<file path="config.mk">
export PLATFORM = sky130hd
export DESIGN_NAME = dlfpl_ctrl
export DESIGN_NICKNAME = d
export VERILOG_FILES = /design/src/rtl/dlfpl_pkg.sv /design/src/rtl/dlfpl_ctrl.sv
export SDC_FILE = /design/constraint.sdc
export NUM_CORES = 1
export LEC_CHECK = 0
export ABC_AREA = 1
export BUFFER_PORTS_ARGS = -buffer_cell sky130_fd_sc_hd__buf_2
export CAP_MARGIN = 20
export CORE_AREA = 2 2 39 41
export CTS_BUF_LIST = sky130_fd_sc_hd__clkbuf_16
export CTS_CLUSTER_SIZE = 20
export DETAILED_ROUTE_END_ITERATION = 16
export DIE_AREA = 0 0 41 43
export SLEW_MARGIN = 20
export SYNTH_ARGS = -nofsm -noshare
export SYNTH_HDL_FRONTEND = slang
export SYNTH_SLANG_ARGS = --single-unit
</file>
<file path="constraint.sdc">
create_clock -name i_clk -period 2.44 [get_ports i_clk]
set_input_delay 0.244 -clock i_clk [delete_from_list [all_inputs] [get_ports i_clk]]
set_output_delay 0.244 -clock i_clk [all_outputs]
set_load 0.02 [all_outputs]
</file>
<file path="src/rtl/dlfpl_pkg.sv">
// ---------------------------------------------------------------------------
// dlfpl_pkg
// Shared types, constants and helpers of the doubly linked free page list.
// ---------------------------------------------------------------------------
`default_nettype none

package dlfpl_pkg;

    localparam int PAGES   = 1024;
    localparam int ID_W    = 10;
    localparam int PAGE_AW = (PAGES > 1) ? $clog2(PAGES) : 1;

    localparam logic KIND_INSERT = 1'b0;
    localparam logic KIND_REMOVE = 1'b1;

    typedef logic [ID_W-1:0]    t_id;
    typedef logic [PAGE_AW-1:0] t_addr;

    typedef enum logic [2:0] {
        OP_NONE,
        OP_INS1,
        OP_INS2,
        OP_RM_RD,
        OP_RM_LINK,
        OP_RM_CLR,
        OP_SKIP
    } t_op;

    typedef struct packed {
        logic load;
        logic finish;
        t_op  op;
    } t_cmd;

    typedef struct packed {
        logic id_ok;
        logic kind;
    } t_sts;

    function automatic logic in_range(input t_id id);
        return 32'(id) < 32'(PAGES);
    endfunction

    function automatic t_addr id_to_addr(input t_id id);
        logic [PAGE_AW+ID_W-1:0] w;
        w = (PAGE_AW + ID_W)'(id);
        return w[PAGE_AW-1:0];
    endfunction

endpackage

`default_nettype wire

</file>
<file path="src/rtl/dlfpl_ctrl.sv">
// ---------------------------------------------------------------------------
// dlfpl_ctrl
// Sequencer for insert and remove requests on the link tables.
// ---------------------------------------------------------------------------
`default_nettype none

module dlfpl_ctrl (
    input  wire                 i_clk,
    input  wire                 i_rst_n,
    input  wire                 start,
    output logic                busy,
    input  dlfpl_pkg::t_sts     i_sts,
    output dlfpl_pkg::t_cmd     o_cmd
);
    import dlfpl_pkg::*;

    typedef enum logic [2:0] {
        S_IDLE,
        S_INS1,
        S_INS2,
        S_RM_RD,
        S_RM_LINK,
        S_RM_CLR,
        S_SKIP
    } t_state;

    t_state r_state;
    logic   r_busy;
    logic   accept;

    assign accept = start && !r_busy;
    assign busy   = r_busy;

    always_comb begin
        o_cmd.load   = accept;
        o_cmd.finish = 1'b0;
        o_cmd.op     = OP_NONE;
        unique case (r_state)
            S_IDLE:    o_cmd.op = OP_NONE;
            S_INS1:    o_cmd.op = OP_INS1;
            S_INS2: begin
                o_cmd.op     = OP_INS2;
                o_cmd.finish = 1'b1;
            end
            S_RM_RD:   o_cmd.op = OP_RM_RD;
            S_RM_LINK: o_cmd.op = OP_RM_LINK;
            S_RM_CLR: begin
                o_cmd.op     = OP_RM_CLR;
                o_cmd.finish = 1'b1;
            end
            S_SKIP: begin
                o_cmd.op     = OP_SKIP;
                o_cmd.finish = 1'b1;
            end
            default:   o_cmd.op = OP_NONE;
        endcase
    end

    always_ff @(posedge i_clk) begin
        if (!i_rst_n) begin
            r_state <= S_IDLE;
            r_busy  <= 1'b0;
        end else begin
            unique case (r_state)
                S_IDLE: begin
                    if (accept) begin
                        r_busy <= 1'b1;
                        priority if (!i_sts.id_ok) begin
                            r_state <= S_SKIP;
                        end else if (i_sts.kind == KIND_REMOVE) begin
                            r_state <= S_RM_RD;
                        end else begin
                            r_state <= S_INS1;
                        end
                    end
                end
                S_INS1: begin
                    r_state <= S_INS2;
                end
                S_RM_RD: begin
                    r_state <= S_RM_LINK;
                end
                S_RM_LINK: begin
                    r_state <= S_RM_CLR;
                end
                S_INS2, S_RM_CLR, S_SKIP: begin
                    r_state <= S_IDLE;
                    r_busy  <= 1'b0;
                end
                default: begin
                    r_state <= S_IDLE;
                    r_busy  <= 1'b0;
                end
            endcase
        end
    end

endmodule

`default_nettype wire

</file>
==> flow_summary_export.csv, run 1 <==
group,metric,value,unit
outcome,status,"finished clean",
min_path,hp-start,"i_rst_n",
global_route,grt_pass1_wl,952,microns
cts,cts_root_buf,"clkbuf_16",
global_route,gr-total-overflow,0,
flow_run,cap_violations,0,
layout,drive_above_1_share,42.0,%
detailed_routing,first_pass_iters,3,
cts,cts_setup_buffers,0,
cts,cts_htree_levels,1,
placement,dpl_worst_slack,1240,ps
timing,drv_slew,0,
floorplan,dieArea,1760,sq um
power_and_ir_drop,power_density,1420,nW/um^2
min_path,hold_path.class,"in2reg",
worst_setup_path,ff2ff_setup_slack,1440,ps
detailed_routing,drt-total-wl,570,microns
cts,cts_tree,"done",
global_route,antenna_found_initial,0,
detailed_routing,ant_nets,0,
worst_setup_path,crit_path_end_kind,"output pin",
worst_setup_path,crit_type,"reg2out",
worst_setup_path,r2r_cells,5,
synthesis,netlist_area,270,sq um
synthesis,synth_cell_types,18,
cts,clock_path_buffers,2,
timing,worst_pin_slew,269,ps
cts,clock_sinks,4,
detailed_routing,wl_per_cell,8.64,microns
worst_setup_path,critPathRequiredTime,2200,ps
cts,hold_buffers,0,
timing,period_share,58.2,%
timing,max_slew_margin,82.0,%
layout,diodes,0,
cts,clock_latency,220,ps
synthesis,synth_fp_nets,43,
detailed_routing,first_iter_violations,4,
min_path,min_to,"r_state[1]",
layout,fin_util,29.5,%
global_route,grt_use_total,8.73,%
synthesis,ys_seq_area_share,29.6,%
worst_setup_path,r2r_end,"r_state[2]",
detailed_routing,vias,287,
synthesis,synth-seq-cells,4,
floorplan,rows,14,
min_path,hold_path_depth,3,
timing,setup_ws,1020,ps
cts,cts_buffers,3,
timing,fin_skew,0.137,ps
power_and_ir_drop,p_leak,0.214,nW
detailed_routing,viasPerCell,4.35,
worst_setup_path,cp.arrival,1180,ps
worst_setup_path,cp_max_fo,7,
global_route,grt_max_degree,8,
power_and_ir_drop,ir_drop,0.000417,V
cts,ctsResizeCount,0,
timing,timing.fmax,0.704,GHz
floorplan,top_level_ports,11,
timing,rsz0062_at_grt,"false",
floorplan,start_util,19.5,%
layout,final_common_cell,"buf_2",
worst_setup_path,critPathLaunchType,"register",
timing,setup_tns,0,ps
timing,min_period,1420,ps
layout,mostFrequentLayoutCells,"buf_2 (10), inv_1 (6), nor2_1 (5), nand2_1 (5), dfxtp_1 (4)",
floorplan,fp.dieH,43,microns
timing,hold_viol,0,
worst_setup_path,rr_startpoint,"r_state[0]",
placement,io_buffers,10,
timing,report.final.setup_viol,0,
synthesis,avgSynthCellArea,7.11,sq um
global_route,first_global_vias,243,
cts,clk_pin_slew_worst_paths,30,ps
floorplan,die_w,41,microns
detailed_routing,drcViolationCount,0,
synthesis,syn_inst,38,
synthesis,yosysWarnings,0,
placement,gp_congestion,0.787,
layout,nets,57,
layout,area_growth,50.9,%
floorplan,core,1380,sq um
[metrics by stage]
stage          hold slack, ps  cells  instance area [sq um]  power, W
4_1_cts                   306     66                    408  0.000587
6_report                  301     66                    408  0.000580
2_1_floorplan             409     38                    270  0.000280
5_1_grt                   338     66                    408  0.000616
3_5_place_dp              473     63                    333  0.000326
3_3_place_gp              464     63                    333  0.000325
[cells by family (layout without fill, tap and decap cells)]
family	Yosys count	count (layout)	share of synthesized area (%)
AND/OR/NAND/NOR	18	18	38.9
AO/OA/AOI/OAI	8	8	19.0
buffers and inverters	8	20	12.5
flip-flops	4	4	29.6
[routing by layer]
layer / up-vias / track usage [%] / share of wire [%]
met5: - / 0 / 0
met4: 0 / 8.00 / 3.3
met3: 4 / 6.28 / 7.5
met2: 7 / 11.9 / 51
met1: 131 / 8.04 / 38
li1: 145 / - / -
[flip-flops by register name, indices dropped and copies added (netlist names)]
signal   flops
r_state      3
busy         1
[cell type report]
class | instances | area (sq um)
Clock buffer | 3 | 75.1
Tap cell | 16 | 20.0
Fill cell | 159 | 976
Sequential cell | 4 | 80.1
Inverter | 7 | 26.3
Multi-Input combinational cell | 26 | 156
Timing Repair Buffer | 10 | 50.0
[synth_stat cells]
cell type,count,area share [%]
inv_1,6,8.3
nand2_1,5,6.9
nor2_1,5,6.9
dfxtp_1,4,30
nand2_2,3,6.9
nand3_1,2,3.7
o21ai_1,2,3.7
a211oi_1,1,2.8
a21boi_0,1,2.8
a21oi_1,1,1.9
a21oi_2,1,3.2
buf_4,1,2.8
inv_2,1,1.4
nand3_2,1,3.7
nand3_4,1,6.5
nor2_4,1,4.2
o211ai_1,1,2.8
o21ai_0,1,1.9
[critical path, cell delays in order (launching register included)]
cell      delay (ps)
dfxtp_1          460
nor2_4           100
a211oi_1         200
buf_2            190
[how the worst max path moves through the flow]
stage          startpoint  endpoint
6_report       r_state[0]  o_cmd[3]
5_1_grt        r_state[0]  o_cmd[3]
4_1_cts        r_state[0]  o_cmd[3]
3_5_place_dp   r_state[0]  o_cmd[3]
3_3_place_gp   r_state[0]  o_cmd[3]
2_1_floorplan  r_state[0]  o_cmd[3]
[power breakdown]
group	leakage [nW]	internal (W)	switching (W)	total (W)
combinational	0.144	0.0000795	0.000135	0.000214
clock	0.0370	0.000209	0.0000444	0.000254
sequential	0.0330	0.0000847	0.0000274	0.000112
total	0.214	0.000373	0.000207	0.000580
No activity file was read; power rests on OpenSTA's default activity.
==> run 2: changes to the inputs <==
clock period = 1.17 ns   (was 2.44 ns; I/O delays follow)
==> run 2 against run 1 <==
- sequential cell count unchanged
- core utilization is 1.4 points higher
- count of clock-buffer cells in the layout did not move
- global-route usage increased by 1.3 points
- power is 120% higher
- sequential share of layout area increased by 1.2 points
- via count shrank 6.3%
- critical path depth did not move
- hold slack got worse by 140 ps
- critical path type unchanged
- critical endpoint unchanged
- largest cell class unchanged
- largest power group unchanged
==> flow_summary_export.csv, run 2 (synthesized netlist as in run 1, its figures left out) <==
group,metric,value,unit
timing,drv_slew,0,
detailed_routing,drt-total-wl,600,microns
cts,cts_root_buf,"clkbuf_16",
worst_setup_path,crit_path_end_kind,"output pin",
min_path,hp-start,"i_rst_n",
outcome,status,"finished clean",
cts,clk_pin_slew_worst_paths,30,ps
min_path,hold_path.class,"in2reg",
global_route,grt_max_degree,8,
min_path,hold_path_depth,3,
layout,area_growth,57.9,%
cts,clock_path_buffers,2,
floorplan,core,1380,sq um
worst_setup_path,rr_startpoint,"r_state[0]",
global_route,grt_use_total,10.1,%
placement,gp_congestion,0.778,
cts,cts_tree,"done",
detailed_routing,ant_nets,0,
layout,final_common_cell,"buf_2",
worst_setup_path,critPathLaunchType,"register",
worst_setup_path,path_cells,"nor2_4, a211oi_2, buf_4",
layout,largest_reg_flops,3,
worst_setup_path,cp_max_fo,7,
global_route,gr-total-overflow,0,
detailed_routing,viasPerCell,4.08,
cts,clock_latency,230,ps
timing,worst_pin_slew,192,ps
cts,cts_htree_levels,1,
layout,mostFrequentLayoutCells,"buf_2 (9), inv_1 (6), nor2_1 (5), nand2_1 (5)",
floorplan,top_level_ports,11,
cts,hold_buffers,0,
floorplan,dieArea,1760,sq um
global_route,grt_pass1_wl,1050,microns
timing,max_slew_margin,87.2,%
floorplan,rows,14,
timing,setup_tns,0,ps
worst_setup_path,crit_slowest_cell,"dfxtp_4",
timing,timing.fmax,0.868,GHz
power_and_ir_drop,power_density,2940,nW/um^2
detailed_routing,drcViolationCount,0,
layout,fin_util,30.8,%
global_route,first_global_vias,259,
power_and_ir_drop,p_leak,0.218,nW
floorplan,fp.dieH,43,microns
detailed_routing,wl_per_cell,9.09,microns
worst_setup_path,cp.arrival,1040,ps
worst_setup_path,r2r_cells,5,
cts,cts_buffers,3,
flow_run,cap_violations,0,
worst_setup_path,max_stage_delay,380,ps
detailed_routing,vias,269,
timing,report.final.setup_viol,0,
layout,top_register,"r_state",
worst_setup_path,r2r_end,"busy",
floorplan,die_w,41,microns
cts,clock_sinks,4,
timing,fin_skew,0.739,ps
worst_setup_path,crit_type,"reg2out",
floorplan,start_util,19.5,%
power_and_ir_drop,ir_drop,0.000701,V
layout,nets,57,
layout,drive_above_1_share,50.0,%
min_path,min_to,"busy",
global_route,antenna_found_initial,0,
worst_setup_path,ff2ff_setup_slack,200,ps
detailed_routing,first_pass_iters,1,
detailed_routing,first_iter_violations,0,
placement,dpl.hpwl,425,microns
worst_setup_path,critPathRequiredTime,1050,ps
timing,rsz0062_at_grt,"false",
layout,diodes,0,
timing,min_period,1150,ps
placement,io_buffers,10,
power_and_ir_drop,power.total,0.00125,W
timing,hold_viol,0,
timing,period_share,98.5,%
[run 2: cell counts in the layout (fill, tap and decap cells not counted)]
Identical to the previous run, type by type.
[run 2: critical path, delay by kind of cell (launching register included)]
| family | cells | cell delay, ps |
|---|---|---|
| and+or+nand+nor | 1 | 70 |
| DFF | 1 | 380 |
| AOI/OAI and AO/OA | 1 | 190 |
| buffers and inverters | 1 | 170 |
[run 2: metrics by stage]
stage | worst slack, ps | cell area, sq um | hold WS (ps) | cells
6_report | 17.8 | 427 | 162 | 66
5_1_grt | 0.255 | 427 | 200 | 66
4_1_cts | 0.537 | 422 | 167 | 66
3_5_place_dp | 99.8 | 338 | 394 | 63
3_3_place_gp | 112 | 338 | 397 | 63
2_1_floorplan | 45.6 | 275 | 282 | 38
[run 2: worst max path at each step]
stage,slack (ps),start,depth (start not counted),endpoint
6_report,20,r_state[0],3,o_cmd[3]
5_1_grt,0.3,r_state[0],3,o_cmd[3]
4_1_cts,0.5,r_state[2],3,o_cmd[3]
3_5_place_dp,100,r_state[0],3,o_cmd[3]
3_3_place_gp,110,r_state[0],3,o_cmd[3]
2_1_floorplan,50,r_state[0],1,o_cmd[0]
[run 2: report_power, final]
group          internal [W]  switching [W]
clock              0.000437      0.0000987
sequential         0.000188      0.0000607
combinational      0.000184       0.000285
total              0.000809       0.000445
[run 2: area by class of cell]
type | instances | area (sq um)
well taps | 16 | 20.0
clock buffers | 3 | 75.1
fillers | 163 | 957
flip-flops and latches | 4 | 88.8
repair buffers | 10 | 52.6
inverters | 7 | 28.8
multi-input cells | 26 | 161
[run 2: what timing repair did]
item / in CTS / in global routing
setup buffers: 0 / 0
pin swaps: 0 / 0
cloned: 0 / 0
endpoints found under the setup margin: 4 / 1
resized for setup: 5 / 2
[run 2: layer usage]
layer	wire length (microns)	GRT usage, %
met1	251	11.0
met3	36	4.71
met4	42	14.0
met5	0	0
met2	269	11.3
==> run 3: changes to the inputs <==
CTS_BUF_LIST = sky130_fd_sc_hd__clkbuf_2 sky130_fd_sc_hd__clkbuf_4 sky130_fd_sc_hd__clkbuf_8   (was sky130_fd_sc_hd__clkbuf_16)
==> run 3 against run 2 <==
- sequential cell count unchanged
- critical endpoint unchanged
- sequential share of layout area increased by 2.5 points
- largest cell class unchanged
- critical path type unchanged
- setup slack improved by 9.8 ps
==> flow_summary_export.csv, run 3 (synthesized netlist as in run 1, its figures left out) <==
group,metric,value,unit
outcome,status,"finished clean",
cts,clock_path_buffers,2,
worst_setup_path,cp.arrival,1030,ps
layout,mostFrequentLayoutCells,"buf_2 (9), inv_1 (6), nor2_1 (5), nand2_1 (5)",
worst_setup_path,crit_path_end_kind,"output pin",
detailed_routing,drcViolationCount,0,
timing,period_share,97.6,%
floorplan,die_w,41,microns
cts,cts_root_buf,"clkbuf_4",
placement,gp_congestion,0.778,
worst_setup_path,r2r_end,"busy",
timing,hold_viol,0,
detailed_routing,ant_nets,0,
cts,clock_latency,230,ps
timing,worst_pin_slew,145,ps
cts,cts_htree_levels,1,
power_and_ir_drop,ir_drop,0.000450,V
worst_setup_path,critPathRequiredTime,1050,ps
worst_setup_path,crit_type,"reg2out",
timing,drv_slew,0,
layout,fillCellCount,162,
power_and_ir_drop,power.internal,0.000530,W
power_and_ir_drop,switching_share,43.6,%
floorplan,fp.dieH,43,microns
worst_setup_path,r2r_cells,6,
cts,cts_buffers,3,
layout,area_growth,44.9,%
worst_setup_path,crit_slowest_cell,"dfxtp_4",
floorplan,core,1380,sq um
worst_setup_path,critPathLaunchType,"register",
layout,stdcell_area,392,sq um
flow_run,cap_violations,0,
detailed_routing,first_iter_violations,1,
timing,holdWs,154,ps
detailed_routing,drt-total-wl,557,microns
layout,nets,59,
layout,diodes,0,
layout,final_common_cell,"buf_2",
timing,min_period,1140,ps
timing,report.final.setup_viol,0,
layout,largest_reg_flops,3,
power_and_ir_drop,p_clk_share,18.2,%
worst_setup_path,ff2ff_setup_slack,170,ps
placement,io_buffers,10,
detailed_routing,wl_per_cell,8.19,microns
power_and_ir_drop,p_leak,0.204,nW
min_path,min_to,"busy",
cts,clk_pin_slew_worst_paths,40,ps
worst_setup_path,path_cells,"inv_4, a211oi_2, buf_4",
cts,cts_tree,"done",
worst_setup_path,cp_max_fo,7,
power_and_ir_drop,p_comb_share,55.0,%
layout,drive_above_1_share,51.9,%
global_route,grt_pass1_wl,924,microns
min_path,hold_path.class,"in2reg",
detailed_routing,vias,267,
global_route,antenna_found_initial,0,
floorplan,rows,14,
placement,dp.cells,63,
timing,max_slew_margin,90.3,%
detailed_routing,viasPerCell,3.93,
timing,fin_skew,0.163,ps
placement,place_area,338,sq um
global_route,gr-total-overflow,0,
global_route,grt_max_degree,8,
power_and_ir_drop,p_switching,0.000409,W
detailed_routing,first_pass_iters,2,
timing,setup_tns,0,ps
worst_setup_path,rr_startpoint,"r_state[1]",
global_route,grt_use_total,8.13,%
layout,top_register,"r_state",
floorplan,start_util,19.5,%
global_route,first_global_vias,244,
cts,clock_sinks,4,
worst_setup_path,max_stage_delay,360,ps
layout,stdcell_count,68,
power_and_ir_drop,power_density,2400,nW/um^2
timing,rsz0062_at_grt,"false",
placement,dpl.hpwl,425,microns
floorplan,top_level_ports,11,
floorplan,dieArea,1760,sq um
power_and_ir_drop,pwr-share-seq,26.8,%
timing,timing.fmax,0.875,GHz
min_path,hp-start,"i_rst_n",
min_path,hold_path_depth,3,
-- run 3: cell types whose count changed in the layout (fill, tap and decap cells not counted) --
cell       before  now
clkbuf_4        0    3
clkbuf_16       3    0
dfxtp_4         2    3
buf_4           1    3
dfxtp_2         1    0
-- run 3: metal layers --
metal / vias to the layer above / track usage [%] / part of all wire, %
met1: 111 / 9.97 / 44
met4: 0 / 8.00 / 0
met3: 0 / 3.14 / 5.7
met5: - / 0 / 0
met2: 5 / 10.0 / 50
li1: 151 / - / -
-- run 3: timing repair --
item	4_1_cts	5_1_grt
buffers inserted	0	2
hold buffers	0	0
gates resized for setup	7	1
endpoints found under the setup margin	4	1
pin swaps	0	1
-- run 3: power groups by stage --
stage          clock network [W]  logic [W]  registers, W
2_1_floorplan                  0   0.000355      0.000240
3_3_place_gp                   0   0.000456      0.000234
3_5_place_dp                   0   0.000458      0.000235
4_1_cts                 0.000180   0.000473      0.000249
5_1_grt                 0.000181   0.000571      0.000262
6_report                0.000171   0.000517      0.000252
-- run 3: final cells by class --
type / count / area, sq um / area share [%]
Multi-Input combinational cell: 26 / 161 / 41.2
Inverter: 7 / 28.8 / 7.35
Timing Repair Buffer: 12 / 67.6 / 17.3
Clock buffer: 3 / 22.5 / 5.75
Tap cell: 16 / 20.0 / 5.11
Sequential cell: 4 / 91.3 / 23.3
-- run 3: per-stage QoR --
stage	setup WS (ps)	utilization, %	total power (W)
2_1_floorplan	45.6	-	0.000595
3_3_place_gp	112	24.4	0.000690
3_5_place_dp	99.8	24.4	0.000693
4_1_cts	1.79	27.0	0.000902
5_1_grt	0.449	28.3	0.00101
6_report	27.6	28.3	0.000939
-- run 3: worst max-delay path by stage --
stage          startpoint  endpoint  slack, ps  cells past startpoint
3_5_place_dp   r_state[0]  o_cmd[3]        100                      3
6_report       r_state[2]  o_cmd[3]         30                      3
2_1_floorplan  r_state[0]  o_cmd[0]         50                      1
4_1_cts        r_state[0]  o_cmd[3]          2                      3
5_1_grt        r_state[2]  o_cmd[3]        0.4                      3
3_3_place_gp   r_state[0]  o_cmd[3]        110                      3
-- run 3: critical path, delay by kind of cell (launching register included) --
kind | cells | cell delay (ps)
flip-flops | 1 | 360
buffers and inverters | 2 | 230
AO/OA/AOI/OAI | 1 | 200
